===== config.mk =====
export PLATFORM = sky130hd
export DESIGN_NAME = qgd_ram
export DESIGN_NICKNAME = d
export VERILOG_FILES = /design/src/qgd_ram.sv
export SDC_FILE = /design/constraint.sdc
export NUM_CORES = 2
export LEC_CHECK = 0
export BUFFER_PORTS_ARGS = -buffer_cell sky130_fd_sc_hd__clkbuf_2
export CORE_ASPECT_RATIO = 0.6
export CORE_MARGIN = 5
export CORE_UTILIZATION = 57
export DETAILED_ROUTE_END_ITERATION = 7
export HOLD_SLACK_MARGIN = 0.12
export PLACE_DENSITY = 0.86
export SLEW_MARGIN = 20
export SYNTH_ARGS = -nofsm -noshare
export SYNTH_HDL_FRONTEND = slang
export SYNTH_SLANG_ARGS = --single-unit
export TNS_END_PERCENT = 50

===== constraint.sdc =====
create_clock -name clk -period 2.35 [get_ports clk]
set_input_delay 0.47 -clock clk [delete_from_list [all_inputs] [get_ports clk]]
set_output_delay 0.47 -clock clk [all_outputs]
set_load 0.02 [all_outputs]

===== src/qgd_ram.sv =====
// Generic single-write, single-read RAM with a registered read port.
// Depends on nothing.
module qgd_ram #(
  parameter int WIDTH = 8,
  parameter int DEPTH = 256
) (
  input  logic                     clk,
  input  logic                     we,
  input  logic [$clog2(DEPTH)-1:0] waddr,
  input  logic [WIDTH-1:0]         wdata,
  input  logic                     re,
  input  logic [$clog2(DEPTH)-1:0] raddr,
  output logic [WIDTH-1:0]         rdata
);

  logic [WIDTH-1:0] mem [DEPTH];

  always_ff @(posedge clk) begin
    if (we) begin
      mem[waddr] <= wdata;
    end
    if (re) begin
      rdata <= mem[raddr];
    end
  end

endmodule


==> impl_metrics.yaml <==
floorplan:
  num_rows: 106
  core_um2: 139000
  io_pins: 35
  die_w_um: 492.6
  dieArea_um2: 147500
  dieHeight_um: 299.5
  start_util_pct: 57.30
min_path:
  hp-start: "wdata[4]"
  hold_depth: 1
  hold_end: "mem[223][4]"
  hp-class: "input port to register"
logic_synthesis:
  syn-cell-area_um2: 79640
  synth_edf_count: 2056
  ys_ff_latch: 2056
  synthCells: 3733
  yosys.area.top_type: "edfxtp_1"
  postSynthAreaPerCell_um2: 21.33
  synth_cell_types: 54
  syn-num-nets: 3760
  ys.flop_type: "edfxtp_1"
  yosysWarnings: 0
  yosys-top-cells-area: "edfxtp_1 78%, mux4_2 13%, mux2i_1 1.7%"
  synth_top_area_share_pct: 77.53
  ys_seq_area_share_pct: 77.53
  async_flop_share_pct: 0
sta:
  timing_hold_violations_final: 0
  drv_slew: 0
  worstMarginPinSlew_ns: 0.9394
  setup_violations: 7
  setup_tns_ns: -0.5966
  period_minus_slack_ns: 2.498
  min_period_over_period_pct: 106.3
  rsz0062_at_grt: "true"
  fin_skew_ns: 0.04256
  worst_slack_ns: -0.1483
  fmaxAchievable_mhz: 400.3
  max_slew_margin_pct: 37.25
global_route:
  antenna_found_initial: 15
  grt_pass1_wl_mm: 329.3
  grt_usage_pct: 31.25
  use_met3_pct: 10.32
  grt_max_degree: 78
  grt_busiest_layer: "met2"
  met2_usage_pct: 46.54
  grt-ovfl-total: 0
  grt_pass1_vias: 45344
  use_met1_pct: 43.49
routing:
  drt_iter0_markers: 9434
  vias: 45625
  wire_per_inst_um: 36.32
  routed_wirelength_mm: 233.5
  detail-route-antenna-nets: 0
  viasPerCell: 7.098
  drc: 4
  firstDrtPassIters: 8
cts:
  cts_sinks: 2056
  cts.clk_slew.worst_paths_ns: 0.06
  cts-root-buf: "clkbuf_16"
  cts_buffers: 168
  insertion_delay_ns: 0.82
  htreeDepth: 4
  cts_tree: "built"
  clk_path_buf_depth: 3
worst_setup_path:
  r2r_slack_ns: -0.15
  r2r_end: "rdata[2]"
  ff2ff_path_depth: 6
  start_kind: "register"
  cp.required_ns: 2.89
  crit_fanout: 2
  cp.arrival_ns: 3.04
  r2r_start: "mem[139][2]"
  setup.worst_path.class: "register to register"
  crit_start: "mem[139][2]"
  worstSetupEndpointType: "register"
job:
  cap_violations: 0
final_layout:
  drive_gt1_share_pct: 33.88
  syn_to_final_growth_pct: 17.54
  fin_nets: 4481
  fin_util_pct: 67.34
run_status:
  failed_checks: "design-rule violations, negative setup slack"
  status: "complete, but fails checks"
power_and_ir_drop:
  peakVddDrop_uv: 727.7
  power.leakage_nw: 30.40
  p_per_area_nw_per_um2: 787.5
placed_design:
  place.gp.congestion: 0.9072
  io_buffer_count: 34
  dp_hpwl_mm: 140.6
  dp_slack_ns: -1.548
power by group:
part / internal (mW) / switching (mW)
Sequential: 40.4 / 0.0711
Clock: 15.2 / 13.4
Combinational: 1.84 / 2.84
cell families after synthesis:
family,after synthesis,share of synthesized area (%)
flops,2056,77.53
compound gates,385,3.416
mux,591,14.60
buf+inv,235,1.829
simple gates,466,2.625
metrics by stage:
stage	total power [mW]	hold WS, ns	cell area, um2	cells
detailed placement	45.51	0.8825	87540	6119
global placement	45.33	0.8547	87530	6118
floorplan	43.29	0.5689	79920	3733
global route	75.48	0.1816	93590	6423
CTS	73.32	0.1551	93330	6416
finish	73.71	0.1914	93600	6428
cell usage after synthesis (all sizes together) (2+ instances only):
cell	count
a2111oi	5
a211oi	16
a21oi	96
a221oi	14
a22o	8
a22oi	133
a311oi	2
a31oi	2
and2	6
and3b	2
buf	122
clkbuf	111
edfxtp	2056
mux2i	134
mux4	456
nand2	33
nand2b	8
nand3	34
nand3b	2
nand4	10
nor2	282
nor2b	31
nor3	22
nor4	27
o211ai	10
o21ai	12
o221ai	47
o22a	5
o22ai	28
o32ai	5
or2	4
worst max-delay path, cell delays in order (launching register included):
cell       delay (ns)
edfxtp_1         0.40
mux4_2           0.50
mux4_2           0.58
nor2_4           0.16
a2111oi_4        0.07
nor3_4           0.42
nor4_2           0.10
sequential cells by signal, indices dropped and copies added (netlist names):
register and count:
mem 2048, rdata 8
layer usage:
layer  routed length [um]  up-vias
li1                     -    17103
met1                75860    22692
met2               105900     5017
met3                40800      795
met4                10790       18
met5                  121        -
worst max path at each step:
stage	endpoint	cells after the start	slack, ns
floorplan	rdata[0]	9	-0.08
global placement	rdata[3]	9	-1.41
detailed placement	rdata[3]	9	-1.55
CTS	rdata[4]	9	-0.06
global route	rdata[4]	6	-0.18
finish	rdata[2]	6	-0.15
timing repair:
item	4_1_cts	5_1_grt
setup buffers	2	1
pin swaps	27	14
gates cloned	0	3
endpoints found under the setup margin	8	8
endpoints found under the hold margin	13	0
gates resized for setup	75	24
hold buffers	1	0
cells in the final DEF, fill, tap and decap left out, drive strengths merged, types with 8 or more instances in the layout:
master  count
edfxtp   2056
buf       750
mux4      456
nor2      282
clkbuf    242
mux2i     134
a22oi     133
a21oi      96
clkinv     66
o221ai     47
nand3      34
nand2      33
nor2b      31
o22ai      28
nor4       27
nor3       22
a211oi     16
bufinv     15
a221oi     14
o21ai      12
nand4      10
o211ai     10
diode       8
nand2b      8
a22o        8
layout make-up:
| class | count | area (um2) |
|---|---|---|
| repair buffers | 784 | 7133 |
| clock inverters | 91 | 882.1 |
| inverters | 2 | 7.507 |
| fillers | 7869 | 45390 |
| flip-flops and latches | 2056 | 61740 |
| multi-input cells | 1442 | 17060 |
| well taps | 1836 | 2297 |
| diodes | 8 | 20.02 |
| clock buffers | 209 | 4464 |
Note: power is estimated with default switching activity, not from simulation.
