## config.mk

```make
export PLATFORM = sky130hd
export DESIGN_NAME = qgd_cfg
export DESIGN_NICKNAME = d
export VERILOG_FILES = /design/src/qgd_pkg.sv /design/src/qgd_cfg.sv
export SDC_FILE = /design/constraint.sdc
export NUM_CORES = 1
export LEC_CHECK = 0
export BUFFER_PORTS_ARGS = -buffer_cell sky130_fd_sc_hd__buf_2
export CAP_MARGIN = 10
export CORE_MARGIN = 2
export CORE_UTILIZATION = 51
export CTS_CLUSTER_DIAMETER = 120
export CTS_CLUSTER_SIZE = 25
export DETAILED_ROUTE_END_ITERATION = 6
export PLACE_DENSITY = 0.92
export SLEW_MARGIN = 30
export SYNTH_ARGS = -nofsm -noshare
export SYNTH_HDL_FRONTEND = slang
export SYNTH_SLANG_ARGS = --single-unit
export TNS_END_PERCENT = 100
```

## constraint.sdc

```tcl
create_clock -name clk -period 3.1 [get_ports clk]
set_clock_uncertainty 0.1 [all_clocks]
set_input_delay 0.62 -clock clk [delete_from_list [all_inputs] [get_ports clk]]
set_output_delay 0.62 -clock clk [all_outputs]
set_load 0.03 [all_outputs]
```

## src/qgd_pkg.sv

```systemverilog
// Shared types and constants for the quantized gradient direction block.
// Depends on nothing; every other file of the block but qgd_ram imports it.
package qgd_pkg;

  localparam int MAX_WIDTH  = 4096;
  localparam int MAX_HEIGHT = 4096;

  localparam int PIX_W      = 8;
  localparam int COL_W      = $clog2(MAX_WIDTH);
  localparam int ROW_W      = $clog2(MAX_HEIGHT);
  localparam int WEFF_W     = $clog2(MAX_WIDTH + 1);
  localparam int HEFF_W     = $clog2(MAX_HEIGHT + 1);
  localparam int COORD_W    = 12;
  localparam int CFG_IDX_W  = 2;
  localparam int CFG_DATA_W = 13;
  localparam int MIN_SIZE   = 3;

  localparam int WIDTH_RESET  = (640 > MAX_WIDTH) ? MAX_WIDTH : 640;
  localparam int HEIGHT_RESET = (480 > MAX_HEIGHT) ? MAX_HEIGHT : 480;

  typedef enum logic [CFG_IDX_W-1:0] {
    REG_THRESHOLD = 2'd0,
    REG_WIDTH     = 2'd1,
    REG_HEIGHT    = 2'd2,
    REG_SPARE     = 2'd3
  } reg_idx_t;

  typedef enum logic [2:0] {
    DIR_NONE  = 3'd0,
    DIR_HORZ  = 3'd1,
    DIR_DIAG  = 3'd2,
    DIR_VERT  = 3'd3,
    DIR_ANTI  = 3'd4
  } dir_t;

  typedef struct packed {
    logic [PIX_W-1:0]  threshold;
    logic [WEFF_W-1:0] width;
    logic [HEFF_W-1:0] height;
  } cfg_t;

  typedef struct packed {
    logic               emit;
    logic [COL_W-1:0]   addr;
    logic [COORD_W-1:0] row_m1;
    logic [COORD_W-1:0] col_m1;
  } pos_t;

  // Six window registers: top, middle, bottom of column c-2, then of c-1.
  typedef logic [5:0][PIX_W-1:0] win_t;

endpackage

```

## src/qgd_cfg.sv

```systemverilog
// Configuration registers: threshold and the frame size, held already clamped.
// Depends on qgd_pkg.
module qgd_cfg (
  input  logic                           clk,
  input  logic                           rst,
  input  logic                           wr_en,
  input  logic [qgd_pkg::CFG_IDX_W-1:0]  wr_index,
  input  logic [qgd_pkg::CFG_DATA_W-1:0] wr_data,
  output qgd_pkg::cfg_t                  cfg
);
  import qgd_pkg::*;

  logic [WEFF_W-1:0] width_clamped;
  logic [HEFF_W-1:0] height_clamped;

  always_comb begin
    if (32'(wr_data) < MIN_SIZE) begin
      width_clamped  = WEFF_W'(MIN_SIZE);
    end else if (32'(wr_data) > MAX_WIDTH) begin
      width_clamped  = WEFF_W'(MAX_WIDTH);
    end else begin
      width_clamped  = WEFF_W'(wr_data);
    end
    if (32'(wr_data) < MIN_SIZE) begin
      height_clamped = HEFF_W'(MIN_SIZE);
    end else if (32'(wr_data) > MAX_HEIGHT) begin
      height_clamped = HEFF_W'(MAX_HEIGHT);
    end else begin
      height_clamped = HEFF_W'(wr_data);
    end
  end

  always_ff @(posedge clk) begin
    if (rst) begin
      cfg.threshold <= '0;
      cfg.width     <= WEFF_W'(WIDTH_RESET);
      cfg.height    <= HEFF_W'(HEIGHT_RESET);
    end else if (wr_en) begin
      case (reg_idx_t'(wr_index))
        REG_THRESHOLD: cfg.threshold <= wr_data[PIX_W-1:0];
        REG_WIDTH:     cfg.width     <= width_clamped;
        REG_HEIGHT:    cfg.height    <= height_clamped;
        default: begin
        end
      endcase
    end
  end

endmodule

```

==> flow_summary.toml <==
[run_status]
status = "complete, no violations"

[sta]
relSlewSlack_pct = 59.6
rsz0062_at_grt = "false"
fmax_ghz = 0.593
slew_violations = 0
finalSetupViolations = 0
min_period_over_period_pct = 54.4
fin_crit_ns = 1.69
hold_viol_final = 0
whs_ns = 0.362
final.setup.tns_ns = 0
worst_pin_slew_ns = 0.604

[logic_synthesis]
synth_top_area_share_pct = 49.0
synth_seq_cells = 34
synth_area_leaders = "dfxtp_1 49%, nand2_1 8.4%, mux2i_1 7.2%, a21oi_1 6.1%, nor2_1 3.8%"
mappedNetlistNets = 174
async_flop_share_pct = 0
synth_seq_area_share_pct = 49.0
synthesis.area_um2 = 1390
synth_flop_cell = "dfxtp_1"
yosysWarnings = 0
netlist_instances = 156
synth_edf_count = 0
yosys.area.top_type = "dfxtp_1"
post_synth.cell_area_avg_um2 = 8.90
synth_cell_types = 27

[layout]
largest_register_ffs = 34
syn2layout_area_growth_pct = 21.4
top_regs = "cfg: 34 flops"
antenna_cells = 0
fillers = 211
drive_gt1_share_pct = 30.7
top_register = "cfg"
nets = 222

[setup_path]
crit_path_end_kind = "register"
reg2reg_from = "cfg[5]$_SDFFE_PP1P_"
crit_type = "in2reg"
cp.arrival_ns = 1.81
cp-startpoint = "wr_index[0]"
rr_worst_depth = 2
start_kind = "primary input"
required_ns = 3.22
rr_endpoint = "cfg[5]$_SDFFE_PP1P_"
critPathMaxFanout = 16
rrSetupSlack_ns = 2.17
critPathCapture = "cfg[5]$_SDFFE_PP1P_"

[drt]
wl_um = 3230
wl_per_cell_um = 13.7
vias = 1267
drc = 0
drtPass1Iterations = 4
detail-route-antenna-nets = 0
drt_iter0_markers = 32
avgViaCountPerCell = 5.39

[cts]
tritoncts = "built"
cts-root-buf = "clkbuf_4"
clock-sinks = 34
postCtsSetupBuffers = 0
clk_path_buf_depth = 2
hold_buffers = 0
cts_made_buffers = 5
htreeDepth = 2
ctsResizeCount = 0
insertion_delay_ns = 0.33
cts.clk_slew.worst_paths_ns = 0.10

[global_routing]
antenna_found_initial = 0
grt_max_degree = 39
first_global_vias = 1194
track_usage_pct = 21.5
grt_pass1_wl_um = 5320
gr-total-overflow = 0

[floorplanning]
die-area_um2 = 3160
num_io_pins = 52
die_h_um = 56.2
fp.dieW_um = 56.2
core_um2 = 2520
row_count = 18
start_util_pct = 55.1

[power_and_ir_drop]
p_per_area_nw_per_um2 = 488
power_uw = 823
leakage_uw = 0.000729
peakVddDrop_v = 0.000390

[min_path]
min_path_type = "reg2reg"

[run]
maxCapViolations = 0

[place]
place.gp.congestion = 0.840
io_buffers = 51
dp_hpwl_um = 2370
## power breakdown
| group | leakage, uW | total [uW] | switching, uW | internal, uW |
|---|---|---|---|---|
| Combinational | 0.000418 | 114 | 73.8 | 39.9 |
| Clock | 0.0000353 | 253 | 143 | 110 |
| Sequential | 0.000276 | 457 | 6.82 | 450 |
## metal layers
metal / vias to the layer above / global-route usage, % / wire length, um
li1: 627 / - / -
met1: 588 / 25.8 / 1350
met2: 45 / 35.1 / 1610
met3: 7 / 6.28 / 212
met4: 0 / 10.2 / 52
met5: - / 0 / 0
## worst min path at each step
stage	slack (ns)	end	depth (start not counted)	startpoint
after CTS	0.36	cfg[2]$_SDFFE_PP0P_	2	cfg[2]$_SDFFE_PP0P_
final	0.36	cfg[9]$_SDFFE_PP0P_	2	cfg[9]$_SDFFE_PP0P_
after detailed placement	0.35	cfg[2]$_SDFFE_PP0P_	2	cfg[2]$_SDFFE_PP0P_
after global routing	0.38	cfg[2]$_SDFFE_PP0P_	2	cfg[2]$_SDFFE_PP0P_
after floorplan	0.48	cfg[15]$_SDFFE_PP0P_	2	cfg[15]$_SDFFE_PP0P_
after global placement	0.34	cfg[18]$_SDFFE_PP0P_	2	cfg[18]$_SDFFE_PP0P_
## synthesized netlist by cell type (all sizes together) (2+ instances only)
master,instances
o221ai,2
dfxtp,34
nand3b,4
o21bai,2
mux2,3
nor4,2
nand2,31
nor2,14
a2bb2oi,3
nand3,5
or3b,2
nand2b,3
and3b,2
nor2b,5
a211o,2
mux2i,10
buf,8
clkbuf,3
a21oi,17
## placed cells by master, fill, tap and decap left out, drive strengths merged, types with 3 or more instances in the layout
cell type / count
nor2: 14
clkbuf: 7
a21oi: 17
buf: 52
nand2b: 3
nand2: 31
a2bb2oi: 3
nor2b: 5
dfxtp: 34
nand3: 5
mux2i: 10
mux2: 3
nand3b: 4
## through the flow
stage                     instances  worst slack [ns]  utilization [%]  instance area [um2]
final                           235              1.41             66.9                 1690
after global routing            235              1.34             66.9                 1690
after CTS                       235              1.43             66.9                 1690
after detailed placement        227              1.07             64.5                 1630
after global placement          227              1.11             64.5                 1630
after floorplan                 156              1.52                -                 1390
## cell type report
class	count	area [um2]	area share, %
clock inverters	1	5.00	0.297
well taps	30	37.5	2.23
multi-input cells	110	642	38.1
flip-flops and latches	34	681	40.4
inverters	1	3.75	0.223
repair buffers	52	263	15.6
clock buffers	7	55.1	3.26
## cells by family after synthesis
logic type	Yosys count	synth area share, %
buffers and inverters	12	4.77
and+or+nand+nor	69	23.7
AOI/OAI and AO/OA	28	12.6
muxes	13	9.91
DFF	34	49.0
## worst max-delay path: stages
cell and delay, ns:
buf_2 0.12, nand3b_1 0.50, mux2_2 0.44, a2bb2oi_1 0.13
(Power assumes the default switching activity.)
