===== src/qgd_pkg.sv =====
// Shared types and constants for the quantized gradient direction block.
// Depends on nothing; every other file of the block but qgd_ram imports it.
package qgd_pkg;

  localparam int MAX_WIDTH  = 4096;
  localparam int MAX_HEIGHT = 4096;

  localparam int PIX_W      = 8;
  localparam int COL_W      = $clog2(MAX_WIDTH);
  localparam int ROW_W      = $clog2(MAX_HEIGHT);
  localparam int WEFF_W     = $clog2(MAX_WIDTH + 1);
  localparam int HEFF_W     = $clog2(MAX_HEIGHT + 1);
  localparam int COORD_W    = 12;
  localparam int CFG_IDX_W  = 2;
  localparam int CFG_DATA_W = 13;
  localparam int MIN_SIZE   = 3;

  localparam int WIDTH_RESET  = (640 > MAX_WIDTH) ? MAX_WIDTH : 640;
  localparam int HEIGHT_RESET = (480 > MAX_HEIGHT) ? MAX_HEIGHT : 480;

  typedef enum logic [CFG_IDX_W-1:0] {
    REG_THRESHOLD = 2'd0,
    REG_WIDTH     = 2'd1,
    REG_HEIGHT    = 2'd2,
    REG_SPARE     = 2'd3
  } reg_idx_t;

  typedef enum logic [2:0] {
    DIR_NONE  = 3'd0,
    DIR_HORZ  = 3'd1,
    DIR_DIAG  = 3'd2,
    DIR_VERT  = 3'd3,
    DIR_ANTI  = 3'd4
  } dir_t;

  typedef struct packed {
    logic [PIX_W-1:0]  threshold;
    logic [WEFF_W-1:0] width;
    logic [HEFF_W-1:0] height;
  } cfg_t;

  typedef struct packed {
    logic               emit;
    logic [COL_W-1:0]   addr;
    logic [COORD_W-1:0] row_m1;
    logic [COORD_W-1:0] col_m1;
  } pos_t;

  // Six window registers: top, middle, bottom of column c-2, then of c-1.
  typedef logic [5:0][PIX_W-1:0] win_t;

endpackage


===== src/qgd_pick.sv =====
// Absolute differences of the four opposite neighbour pairs and the choice
// of the strongest one above the threshold. Depends on qgd_pkg.
module qgd_pick (
  input  qgd_pkg::win_t                 win,
  input  logic [qgd_pkg::PIX_W-1:0]     top,
  input  logic [qgd_pkg::PIX_W-1:0]     mid,
  input  logic [qgd_pkg::PIX_W-1:0]     bot,
  input  logic [qgd_pkg::PIX_W-1:0]     threshold,
  output qgd_pkg::dir_t                 dir,
  output logic [qgd_pkg::PIX_W-1:0]     strength
);
  import qgd_pkg::*;

  function automatic logic [PIX_W-1:0] abs_diff(input logic [PIX_W-1:0] a,
                                                input logic [PIX_W-1:0] b);
    return (a > b) ? (a - b) : (b - a);
  endfunction

  logic [PIX_W-1:0] d_horz;
  logic [PIX_W-1:0] d_diag;
  logic [PIX_W-1:0] d_vert;
  logic [PIX_W-1:0] d_anti;
  logic [PIX_W-1:0] best;

  always_comb begin
    d_horz = abs_diff(mid, win[1]);
    d_diag = abs_diff(bot, win[0]);
    d_vert = abs_diff(win[5], win[3]);
    d_anti = abs_diff(win[2], top);

    best = threshold;
    dir  = DIR_NONE;
    if (d_horz > best) begin
      best = d_horz;
      dir  = DIR_HORZ;
    end
    if (d_diag > best) begin
      best = d_diag;
      dir  = DIR_DIAG;
    end
    if (d_vert > best) begin
      best = d_vert;
      dir  = DIR_VERT;
    end
    if (d_anti > best) begin
      best = d_anti;
      dir  = DIR_ANTI;
    end
    strength = (dir == DIR_NONE) ? '0 : best;
  end

endmodule


===== config.mk =====
export PLATFORM = sky130hd
export DESIGN_NAME = qgd_pick
export DESIGN_NICKNAME = d
export VERILOG_FILES = /design/src/qgd_pkg.sv /design/src/qgd_pick.sv
export SDC_FILE = /design/constraint.sdc
export NUM_CORES = 1
export LEC_CHECK = 0
export BUFFER_PORTS_ARGS = -buffer_cell sky130_fd_sc_hd__buf_2
export CELL_PAD_IN_SITES_DETAIL_PLACEMENT = 0
export CELL_PAD_IN_SITES_GLOBAL_PLACEMENT = 1
export CORE_MARGIN = 8
export CORE_UTILIZATION = 40
export DETAILED_ROUTE_END_ITERATION = 16
export PLACE_DENSITY = 0.85
export REMOVE_ABC_BUFFERS = 1
export SLEW_MARGIN = 20
export SYNTH_ARGS = -nofsm -noshare
export SYNTH_HDL_FRONTEND = slang
export SYNTH_SLANG_ARGS = --single-unit

===== constraint.sdc =====
create_clock -name vclk -period 13.82
set_input_delay 1.382 -clock vclk [all_inputs]
set_output_delay 1.382 -clock vclk [all_outputs]
set_load 0.01 [all_outputs]

==> impl_results.md <==
* Number of antenna diodes at 0
* Top Usage Layer GRT: met2
* Initial core utilization at 0.403
* Result of the run: finished, final reports clean
* Via density per instance at between 5 and 6
* Static leakage at 2.52 nW
* Post-detailed-route wirelength per cell at roughly 13 µm
* Cell count after placement at around 780
* Top area cells in the synthesized netlist: ha_1 28%, inv_1 8.8%, mux2i_1 5.4%
* Vias after detailed routing at roughly 4100
* Worst Setup Path Type: in2out
* Total negative slack for setup checks at 0 ns
* Met3 routing resource usage after global routing at 0.0103
* Critical path fanouts, max at 15
* Final cell count without fillers at ~780
* Commonest non-fill, non-tap cell in the layout: inv_1
* Number of primary I/O pins at a little over 90
* Average instance area after synthesis at ~7.2 µm²
* Filler Cells Inserted at ~1100
* GRT met1 Usage at 0.187
* Core Rows at 37
* Number of global-route vias before repair at between 4000 and 5000
* Cell taking the most area after synthesis: ha_1
* Post-place setup slack at between 0.7 and 0.8 ns
* Peak supply drop at ~170 µV
* Required time worst endpoint at 12.44 ns
* Arr. time, crit path at roughly 11 ns
* Part of the cycle the worst path needs at 0.931
* Max Cap Violations at 0
* Sequential cell count of the final layout at 0
* Die Span X at between 100 and 150 µm
* Netlist Area Pre-Place at ~0.0041 mm²
* Count of unique library cells instantiated by Yosys at 67
* First-pass GRT wire length at around 17000 µm
* Count of hold buffers inserted by post-cts repair at 0
* Sum of overflow across all layers after global routing at 0
* Library cell contributing the largest single delay on the critical path: a21boi_1
* End point of the critical path: strength[4]
* Top library cells by usage in the layout, fill and taps aside: 96 x inv_1, 90 x ha_1, 83 x buf_2, 38 x a21oi_1, 38 x nand2_1
* Number of clock buffers in the layout at 0
* Critical Path End Type: output port
* Pre-Repair DR Iteration Count at 4
* Share of synthesized area occupied by flip-flops and latches at 0
* Worst setup path startpoint: win[11]
* Count of mapped cells out of synthesis at 570
* Post-synth top area share at 0.275
* Slew Limit Headroom at 0.512
* Reg area at 0 µm²
* Die span in y at around 120 µm
* Wire length reported by the detailed router at approximately 10000 µm
* Worst slew pin tran at just over 0.7 ns
* Launching element type of the critical path: input pin
* Crit path setup slack, layout at 0.960 ns
* F_max at between 0.07 and 0.08 GHz
* Library cell appearing most often on the critical path: ha_1
* Net count of the finished layout at 822
* Setup-failing EPs final at 0
* Worst hold slack across all endpoints at 3.24 ns
* Number of antenna violations at the first check in global routing at 0
* Cell Pwr Density at ~180 mW/mm²
* DIE AREA at about 0.014 mm²
* Area of the core at approximately 0.01 mm²
* Post-detailed-route DRC marker count at 0
* Worst stage delay on the critical path at between 0.4 and 0.5 ns
* Met2 track demand over resource in global routing at 0.280
* Remaining antenna violation count after routing at 0
* Port buffer count at 83
* Largest net degree at the start of global routing at 20
* Syn-to-layout area delta at 13.8%
* Number of hold violations in the final report at 0
* Detail Placement HPWL at approximately 9000 µm
* Layout cell share with drive strength beyond 1 at 0.176
* Final Slew Violations at 0
* GRT Total Usage at 0.148
* Minimum clock period after layout at ~13 ns
* RePlAce Congestion at 0.863
* Yosys warnings at 0
* DRC marker count from the first detailed-route iteration at 130
* Unrepaired setup endpoints after global routing: false
* Class of the worst hold path: in2out
## per-layer routing
layer,wire [µm],part of all wire
met2,5070,0.49
met3,384,0.038
met4,23,0.0022
met5,0,0
met1,4760,0.47
## through the flow
step	instance area, µm²	utilization	power, mW
2_1_floorplan	4000	-	0.568
3_3_place_gp	4620	0.456	0.799
3_5_place_dp	4620	0.456	0.811
4_1_cts	4620	0.456	0.816
5_1_grt	4650	0.459	0.945
6_report	4650	0.459	0.833
## logic make-up (layout without fill, tap and decap cells)
| group | after synthesis | count (layout) | synth area share |
|---|---|---|---|
| AO/OA/AOI/OAI | 156 | 156 | 0.260 |
| XOR/XNOR | 21 | 21 | 0.0450 |
| adder cells (fa/ha/maj) | 99 | 99 | 0.317 |
| buffers and inverters | 115 | 187 | 0.110 |
| multiplexers | 32 | 32 | 0.0814 |
| AND/OR/NAND/NOR | 147 | 147 | 0.186 |
## how the worst min path moves through the flow
stage | start | end | slack (ns) | cells past startpoint
after floorplan | win[16] | strength[0] | 2.99 | 2
after global placement | win[16] | strength[0] | 3.25 | 4
after detailed placement | win[16] | strength[0] | 3.25 | 4
after CTS | win[16] | strength[0] | 3.25 | 4
after global routing | win[16] | strength[0] | 3.30 | 4
final | win[16] | strength[0] | 3.24 | 4
## layout make-up
| type | count | area, µm² | share of cell area |
|---|---|---|---|
| multi-input combinational | 455 | 3640 | 0.782 |
| timing repair buffer | 90 | 480 | 0.103 |
| inverter | 97 | 364 | 0.0782 |
| tap | 136 | 170 | 0.0366 |
## timing repair
| action | in CTS | in global routing |
|---|---|---|
| setup endpoints to repair | 0 | 9 |
| resized for setup | 0 | 2 |
| buffers inserted | 0 | 3 |
## worst max-delay path: cells and delay by family
| family | cells | cell delay (ns) |
|---|---|---|
| buf+inv | 4 | 0.51 |
| mux | 2 | 0.69 |
| fa+ha+maj | 6 | 1.98 |
| simple gates | 14 | 2.43 |
| xor+xnor | 1 | 0.16 |
| compound gates | 20 | 4.32 |
## power by group
| group | internal (mW) | switching [mW] |
|---|---|---|
| registers | 0 | 0 |
| clock network | 0 | 0 |
| logic | 0.357 | 0.475 |
| total | 0.357 | 0.475 |
## cells in the mapped netlist (11+ instances only)
cell and number:
nand3_1 11, nor2b_1 14, a21o_1 15, xnor2_1 13, nor2_1 31, nand2_1 38
a21oi_1 38, mux2i_1 22, inv_1 96, ha_1 90, o21ai_0 33, nand4_1 11
clkbuf_1 12
Power figures use the tool's default switching activity.
