--- src/qgd_pkg.sv ---
// Shared types and constants for the quantized gradient direction block.
// Depends on nothing; every other file of the block but qgd_ram imports it.
package qgd_pkg;

  localparam int MAX_WIDTH  = 4096;
  localparam int MAX_HEIGHT = 4096;

  localparam int PIX_W      = 8;
  localparam int COL_W      = $clog2(MAX_WIDTH);
  localparam int ROW_W      = $clog2(MAX_HEIGHT);
  localparam int WEFF_W     = $clog2(MAX_WIDTH + 1);
  localparam int HEFF_W     = $clog2(MAX_HEIGHT + 1);
  localparam int COORD_W    = 12;
  localparam int CFG_IDX_W  = 2;
  localparam int CFG_DATA_W = 13;
  localparam int MIN_SIZE   = 3;

  localparam int WIDTH_RESET  = (640 > MAX_WIDTH) ? MAX_WIDTH : 640;
  localparam int HEIGHT_RESET = (480 > MAX_HEIGHT) ? MAX_HEIGHT : 480;

  typedef enum logic [CFG_IDX_W-1:0] {
    REG_THRESHOLD = 2'd0,
    REG_WIDTH     = 2'd1,
    REG_HEIGHT    = 2'd2,
    REG_SPARE     = 2'd3
  } reg_idx_t;

  typedef enum logic [2:0] {
    DIR_NONE  = 3'd0,
    DIR_HORZ  = 3'd1,
    DIR_DIAG  = 3'd2,
    DIR_VERT  = 3'd3,
    DIR_ANTI  = 3'd4
  } dir_t;

  typedef struct packed {
    logic [PIX_W-1:0]  threshold;
    logic [WEFF_W-1:0] width;
    logic [HEFF_W-1:0] height;
  } cfg_t;

  typedef struct packed {
    logic               emit;
    logic [COL_W-1:0]   addr;
    logic [COORD_W-1:0] row_m1;
    logic [COORD_W-1:0] col_m1;
  } pos_t;

  // Six window registers: top, middle, bottom of column c-2, then of c-1.
  typedef logic [5:0][PIX_W-1:0] win_t;

endpackage

--- src/qgd_scan.sv ---
// Raster position counters: gives the position of the arriving word and
// whether its window centre is interior. Depends on qgd_pkg.
module qgd_scan (
  input  logic          clk,
  input  logic          rst,
  input  logic          accept,
  input  logic          frame_start,
  input  qgd_pkg::cfg_t cfg,
  output qgd_pkg::pos_t pos
);
  import qgd_pkg::*;

  logic [COL_W-1:0] col_count;
  logic [ROW_W-1:0] row_count;
  logic [COL_W-1:0] col_next;
  logic [ROW_W-1:0] row_next;
  logic [COL_W-1:0] col_cur;
  logic [ROW_W-1:0] row_cur;
  logic [COL_W:0]   col_inc;
  logic [ROW_W:0]   row_inc;

  always_comb begin
    col_cur = frame_start ? '0 : col_count;
    row_cur = frame_start ? '0 : row_count;

    pos.addr   = col_cur;
    pos.emit   = (32'(row_cur) >= 2) && (32'(row_cur) < 32'(cfg.height)) &&
                 (32'(col_cur) >= 2) && (32'(col_cur) < 32'(cfg.width));
    pos.row_m1 = COORD_W'(row_cur) - COORD_W'(1);
    pos.col_m1 = COORD_W'(col_cur) - COORD_W'(1);

    col_inc  = {1'b0, col_cur} + (COL_W+1)'(1);
    row_inc  = {1'b0, row_cur} + (ROW_W+1)'(1);
    col_next = col_inc[COL_W-1:0];
    row_next = row_cur;
    if (32'(col_inc) >= 32'(cfg.width)) begin
      col_next = '0;
      row_next = row_inc[ROW_W-1:0];
      if (32'(row_inc) >= 32'(cfg.height)) begin
        row_next = '0;
      end
    end
  end

  always_ff @(posedge clk) begin
    if (rst) begin
      col_count <= '0;
      row_count <= '0;
    end else if (accept) begin
      col_count <= col_next;
      row_count <= row_next;
    end
  end

endmodule

--- config.mk ---
export PLATFORM = sky130hd
export DESIGN_NAME = qgd_scan
export DESIGN_NICKNAME = d
export VERILOG_FILES = /design/src/qgd_pkg.sv /design/src/qgd_scan.sv
export SDC_FILE = /design/constraint.sdc
export NUM_CORES = 1
export LEC_CHECK = 0
export BUFFER_PORTS_ARGS = -buffer_cell sky130_fd_sc_hd__buf_4
export CORE_MARGIN = 5
export CORE_UTILIZATION = 55
export DETAILED_ROUTE_END_ITERATION = 10
export PLACE_DENSITY = 0.82
export SETUP_SLACK_MARGIN = 0.4
export SLEW_MARGIN = 5
export SYNTH_ARGS = -nofsm -noshare
export SYNTH_HDL_FRONTEND = slang
export SYNTH_SLANG_ARGS = --single-unit
--- constraint.sdc ---
create_clock -name clk -period 6.8 [get_ports clk]
set_input_delay 0 -clock clk [delete_from_list [all_inputs] [get_ports clk]]
set_output_delay 0 -clock clk [all_outputs]
set_load 0.03 [all_outputs]
==> run_results.csv, run 1 <==
group,metric,value,unit
run_status,outcome,"completed",
synth,syn_inst,393,
worst_setup_path,crit_top_cell,"nand4_1",
clocking,clk_latency,0.28,ns
flow_run,drv_cap,0,
synth,synth_top_family_by_area,"simple AND/OR/NAND/NOR gates",
detailed_routing,drt_iter0_markers,144,
finish,syn2layout_area_growth,18.41,%
synth,synthAdderAreaFrac,0.2281,
placed_design,portBuffers,66,
sta,worst_slack,2.352,ns
die,boundaryPins,75,
synth,synth_top_cell_by_area,"ha_1",
detailed_routing,vias,2941,
global_route,antenna_found_initial,0,
die,die_area,7179,µm²
worst_setup_path,startpoint_type,"flip-flop",
placed_design,gp_congestion,0.8480,
hold_path,min_to,"col_count[1]$_SDFFE_PP0P_",
synth,syn_area_per_cell,7.816,µm²
sta,rsz0062_at_grt,"false",
sta,setup_violations,0,
synth,synth_compound_area_frac,0.1760,
clocking,cts_buffers,3,
worst_setup_path,crit_slowest_cell,"o22ai_1",
global_route,grt_overflow,0,
detailed_routing,viasPerCell,5.667,
worst_setup_path,cp-startpoint,"col_count[1]$_SDFFE_PP0P_",
sta,slew_headroom,0.2777,
hold_path,min_from,"rst",
detailed_routing,first_pass_iters,5,
synth,synth_warnings,0,
sta,min_period_over_period,0.6541,
synth,synth-main-ff-cell,"dfxtp_1",
global_route,track_usage,0.2181,
clocking,clkSinkCount,24,
worst_setup_path,r2r_end,"row_count[3]$_SDFFE_PP0P_",
worst_setup_path,r2r-start,"col_count[1]$_SDFFE_PP0P_",
finish,fill_cells,487,
power_and_ir_drop,ir_drop,0.06933,mV
synth,synthArstFlopShare,0,
synth,ys_ff_latch,24,
synth,ys_seq_area_frac,0.1564,
global_route,grt_pass1_vias,2948,
synth,syn-num-nets,487,
die,die_w,84.73,µm
global_route,grt_max_degree,48,
placed_design,placed_area,3582,µm²
detailed_routing,wire_per_inst,15.10,µm
synth,yosys.area.top_type_share,0.2281,
power_and_ir_drop,powerDensity,89.43,nW/µm²
finish,fin_nets,542,
placed_design,place_ws,2.446,ns
synth,synth-edff-count,0,
clocking,clock-root-buffer,"clkbuf_8",
finish,final_area,3637,µm²
worst_setup_path,worstPathRequired,7.02,ns
finish,drive_above_1_share,0.1857,
worst_setup_path,crit_chain,"nor2b_1 -> ha_1 -> nand4_1 -> nor3b_1 -> nand4_1 -> xnor2_1 -> ha_1 -> nand4_1 -> inv_1 -> a221o_1 -> a21o_1 -> o22ai_1 -> a22o_1",
detailed_routing,wirelength,7837,µm
global_route,grt_pass1_wl,13220,µm
clocking,cts.path.max_buffers,2,
sta,fin_crit,4.448,ns
sta,slew_violations,0,
sta,finalHoldViolCount,0,
die,die_h,84.73,µm
sta,fmax,224.8,MHz
worst_setup_path,critical_path.max_stage_delay,0.84,ns
sta,tns,0,ns
worst_setup_path,cp-end-kind,"flip-flop",
synth,post_synth_and_or_nand_nor_area_fraction,0.2705,
synth,yosys.cell_types.count,51,
clocking,path_clk_slew,0.09,ns
die,placementRows,27,
sta,worst_pin_slew,1.083,ns
worst_setup_path,worstRegToRegCells,13,
sta,finalClockSkew,0.003375,ns
worst_setup_path,arrival,4.67,ns
worst_setup_path,setup.worst_path.class,"flip-flop to flip-flop",
synth,synth_area,3072,µm²
synth,synth_mux_area_frac,0,
clocking,cts_resized,0,
hold_path,hold_depth,2,
placed_design,hpwl,6215,µm
die,core_area,5473,µm²
clocking,postCtsSetupBuffers,0,
synth,yosys.area_share.xor_xnor,0.09695,
finish,num_antenna_cells,0,
hold_path,hp-class,"input port to flip-flop",
clocking,ctsHoldBuffers,0,
detailed_routing,drc,0,
worst_setup_path,reg2reg_slack,2.35,ns
synth,synthTopCellsByArea,"ha_1 23%, dfxtp_1 16%, xnor2_1 5.7%, inv_1 4.5%, nor2_1 4.4%",
clocking,cts_tree,"yes",
detailed_routing,drtAntennaViolNets,0,
worst_setup_path,path_max_fanout,12,
power_and_ir_drop,p_leak,1.896,nW
clocking,htree_levels,1,
die,initial_core_util,0.5613,
## layout by cell type, fill, tap and decap left out, drive strengths merged, types with 14 or more instances in the layout
cell | synthesis | routed
nand3 | 16 | 16
nor2b | 20 | 20
dfxtp | 24 | 24
xnor2 | 20 | 20
ha | 56 | 56
inv | 37 | 37
nor2 | 36 | 36
buf | 9 | 67
xor2 | 14 | 14
nand2 | 20 | 20
a21oi | 16 | 16
## critical path, delay by kind of cell, from the launching register on
kind	cells	cell delay, ns
adder cells (fa/ha/maj)	2	0.61
XOR/XNOR	1	0.27
buffers and inverters	1	0.05
flip-flops	1	0.53
AND/OR/NAND/NOR	5	1.30
AO/OA/AOI/OAI	4	1.63
## stage by stage
stage | total power (W) | hold WS (ns) | std cells | util
after detailed placement | 0.0002265 | 0.2958 | 515 | 0.6546
final | 0.0003253 | 0.007527 | 519 | 0.6646
after global routing | 0.0003428 | 0.01233 | 519 | 0.6646
after CTS | 0.0003256 | 0.005225 | 519 | 0.6646
after global placement | 0.0002245 | 0.2955 | 515 | 0.6546
after floorplan | 0.0001959 | 0.06907 | 393 | -
## worst max path at each step
| stage | cells past startpoint | end | slack, ns |
|---|---|---|---|
| CTS | 13 | row_count[3]$_SDFFE_PP0P_ | 2.41 |
| detailed placement | 13 | row_count[11]$_SDFFE_PP0P_ | 2.45 |
| global placement | 13 | row_count[9]$_SDFFE_PP0P_ | 2.52 |
| floorplan | 17 | row_count[5]$_SDFFE_PP0P_ | 2.95 |
| finish | 13 | row_count[3]$_SDFFE_PP0P_ | 2.35 |
| global route | 13 | row_count[5]$_SDFFE_PP0P_ | 2.00 |
## registers in the layout (all words and copies together) (netlist names)
signal     count
col_count     12
row_count     12
## layer usage
| layer | routed length, µm | GRT usage |
|---|---|---|
| met3 | 388 | 0.03140 |
| met1 | 3537 | 0.2715 |
| met4 | 59 | 0.04892 |
| met5 | 0 | 0 |
| met2 | 3851 | 0.3943 |
## final cells by class
class,count,area [µm²],area share
multi-input cells,315,2370,0.6515
repair buffers,67,503.0,0.1383
flip-flops and latches,24,480.5,0.1321
inverters,37,138.9,0.03818
well taps,72,90.09,0.02477
clock buffers,4,55.05,0.01514
## cells in the mapped netlist, types with 2 or more instances
cell type / number
a211oi_1: 4
a21o_1: 7
a21oi_1: 16
a221o_1: 2
a22o_1: 11
a22oi_1: 11
a31oi_1: 2
and2_1: 2
and3_1: 3
and4_1: 2
buf_2: 6
clkbuf_1: 8
dfxtp_1: 24
ha_1: 56
inv_1: 37
nand2_1: 19
nand2b_1: 9
nand3_1: 16
nand3b_1: 4
nand4_1: 9
nor2_1: 36
nor2b_1: 19
nor3_1: 11
nor4_2: 2
nor4_4: 2
o21a_1: 7
o21ai_0: 6
o21bai_1: 2
o221ai_1: 2
or2_2: 2
or3_1: 4
xnor2_1: 20
xor2_1: 14
## power breakdown
part	internal, W	switching (W)
clock network	0.0000519	0.0000501
logic	0.0000353	0.0000452
registers	0.000141	0.00000169
## cells by family after synthesis
family / Yosys count
buf+inv: 54
simple gates: 149
flops: 24
fa+ha+maj: 56
compound gates: 76
xor+xnor: 34
No activity file was read; power rests on OpenSTA's default activity.
==> inputs of run 2 (changes only) <==
clock period = 4.4 ns   (was 6.8 ns; I/O delays follow)
==> run 2 against run 1 <==
First-iteration DRC count up 74%. Wire length grew 0.54%. Clock skew rose by 0.0018 ns. Via count up 2.7%. Sequential share of layout area shrank 0.20 points. Utilization increased by 1.0 points. Total power grew 68%. Flip-flop and latch count unchanged. Global-route usage decreased by 0.40 points.
==> run_results.csv, run 2 (synthesis results as in run 1) <==
group,metric,value,unit
run_status,outcome,"completed",
worst_setup_path,crit_family,"simple AND/OR/NAND/NOR gates",
sta,fmax,262.6,MHz
finish,reg.largest.list,"col_count: 12 flops, row_count: 12 flops",
finish,final_cell_mix,"71 x buf_4, 56 x ha_1, 37 x inv_1",
worst_setup_path,path_buf_inv,1,
finish,num_antenna_cells,0,
detailed_routing,vias,3021,
clocking,clock-root-buffer,"clkbuf_8",
detailed_routing,drt_iter0_markers,250,
detailed_routing,wirelength,7879,µm
finish,layout_commonest_cell,"buf_4",
worst_setup_path,arrival,3.98,ns
detailed_routing,first_pass_iters,4,
placed_design,hpwl,6334,µm
global_route,track_usage,0.2141,
power_and_ir_drop,ir_drop,0.1108,mV
die,die_h,84.73,µm
detailed_routing,drc,0,
clocking,clkSinkCount,24,
die,core_area,5473,µm²
clocking,cts_buffers,3,
clocking,cts.path.max_buffers,2,
finish,instances_no_fill,523,
finish,fill_cells,491,
placed_design,place_inst,519,
die,die_area,7179,µm²
die,boundaryPins,75,
clocking,clk_latency,0.27,ns
clocking,path_clk_slew,0.09,ns
clocking,htree_levels,1,
global_route,grt_pass1_vias,2933,
worst_setup_path,worstPathRequired,4.57,ns
power_and_ir_drop,powerDensity,147.6,nW/µm²
placed_design,portBuffers,66,
sta,finalClockSkew,0.005177,ns
sta,slew_headroom,0.5355,
sta,tns,0,ns
worst_setup_path,critical_path.max_stage_delay,0.51,ns
worst_setup_path,crit_top_cell,"nand4_1",
sta,fin_crit,3.807,ns
worst_setup_path,crit_chain,"nor2b_1 -> ha_1 -> nand4_1 -> nor3b_2 -> nand4_1 -> xnor2_1 -> ha_1 -> nand4_1 -> inv_1 -> a221o_1 -> a21o_1 -> and3_1 -> a22o_1",
clocking,ctsHoldBuffers,0,
worst_setup_path,setup.worst_path.class,"flip-flop to flip-flop",
detailed_routing,wire_per_inst,15.07,µm
sta,setup_violations,0,
clocking,cts_tree,"yes",
detailed_routing,drtAntennaViolNets,0,
finish,syn2layout_area_growth,20.24,%
finish,drive_above_1_share,0.1973,
sta,slew_violations,0,
finish,fin_nets,546,
worst_setup_path,startpoint_type,"flip-flop",
global_route,grt_pass1_wl,13150,µm
worst_setup_path,path_max_fanout,11,
sta,finalHoldViolCount,0,
clocking,postCtsSetupBuffers,0,
worst_setup_path,cp-end-kind,"flip-flop",
sta,min_period_over_period,0.8653,
global_route,antenna_found_initial,0,
global_route,grt_overflow,0,
power_and_ir_drop,p_leak,1.924,nW
die,initial_core_util,0.5613,
die,placementRows,27,
placed_design,gp_congestion,0.8416,
detailed_routing,viasPerCell,5.776,
sta,worst_pin_slew,0.6953,ns
die,die_w,84.73,µm
sta,rsz0062_at_grt,"false",
global_route,grt_max_degree,48,
hold_path,hp-class,"input port to flip-flop",
flow_run,drv_cap,0,
worst_setup_path,crit_slowest_cell,"dfxtp_1",
-- run 2: cell count changes in the layout (fill, tap and decap cells not counted), sizes merged --
cell    change
buf         +4
clkbuf      -1
bufinv      +1
-- run 2: where the power goes --
group | total [W] | internal (W) | switching, W
sequential | 0.000221 | 0.000218 | 0.00000254
clock | 0.000198 | 0.000122 | 0.0000764
combinational | 0.000127 | 0.0000560 | 0.0000705
-- run 2: worst paths after layout --
kind	from	end	slack, ns	cells past startpoint
worst max-delay path	col_count[1]$_SDFFE_PP0P_	row_count[4]$_SDFFE_PP0P_	0.59	13
worst min-delay path	rst	col_count[11]$_SDFFE_PP0P_	0.008	2
worst max register to register	col_count[1]$_SDFFE_PP0P_	row_count[4]$_SDFFE_PP0P_	0.59	13
worst min register to register	row_count[10]$_SDFFE_PP0P_	row_count[10]$_SDFFE_PP0P_	0.51	1
-- run 2: metal layers --
metal  track usage  share of wire
met1        0.2746           0.45
met2        0.3907           0.49
met3       0.01963          0.057
met4       0.03741         0.0079
met5             0              0
-- run 2: repair_timing --
item,CTS,global route
gates cloned,0,0
gates resized for setup,1,1
pin swaps,0,0
setup endpoints to repair,9,9
-- run 2: area by class of cell --
type | instances | area [µm²] | share of cell area
tap | 72 | 90.09 | 0.02439
inverter | 37 | 138.9 | 0.03760
clock inverter | 1 | 30.03 | 0.008130
sequential | 24 | 480.5 | 0.1301
clock buffer | 3 | 41.29 | 0.01118
multi-input combinational | 315 | 2380 | 0.6443
timing repair buffer | 71 | 533.0 | 0.1443
-- run 2: worst reg2reg max path, delay by kind of cell (launching register included) --
family	cells	cell delay, ns
compound gates	3	0.86
xor+xnor	1	0.27
fa+ha+maj	2	0.60
buf+inv	1	0.05
flops	1	0.51
simple gates	6	1.42
-- run 2: stage by stage --
stage | cell area, µm² | setup WS (ns) | utilization | power, W | hold slack [ns]
CTS | 3689 | 0.5374 | 0.6740 | 0.0005468 | 0.005855
global placement | 3612 | 0.5081 | 0.6600 | 0.0003486 | 0.2933
global route | 3694 | 0.4127 | 0.6749 | 0.0005672 | 0.02738
finish | 3694 | 0.5925 | 0.6749 | 0.0005452 | 0.007521
floorplan | 3072 | 0.5507 | - | 0.0003027 | 0.06907
detailed placement | 3612 | 0.3712 | 0.6600 | 0.0003518 | 0.2958
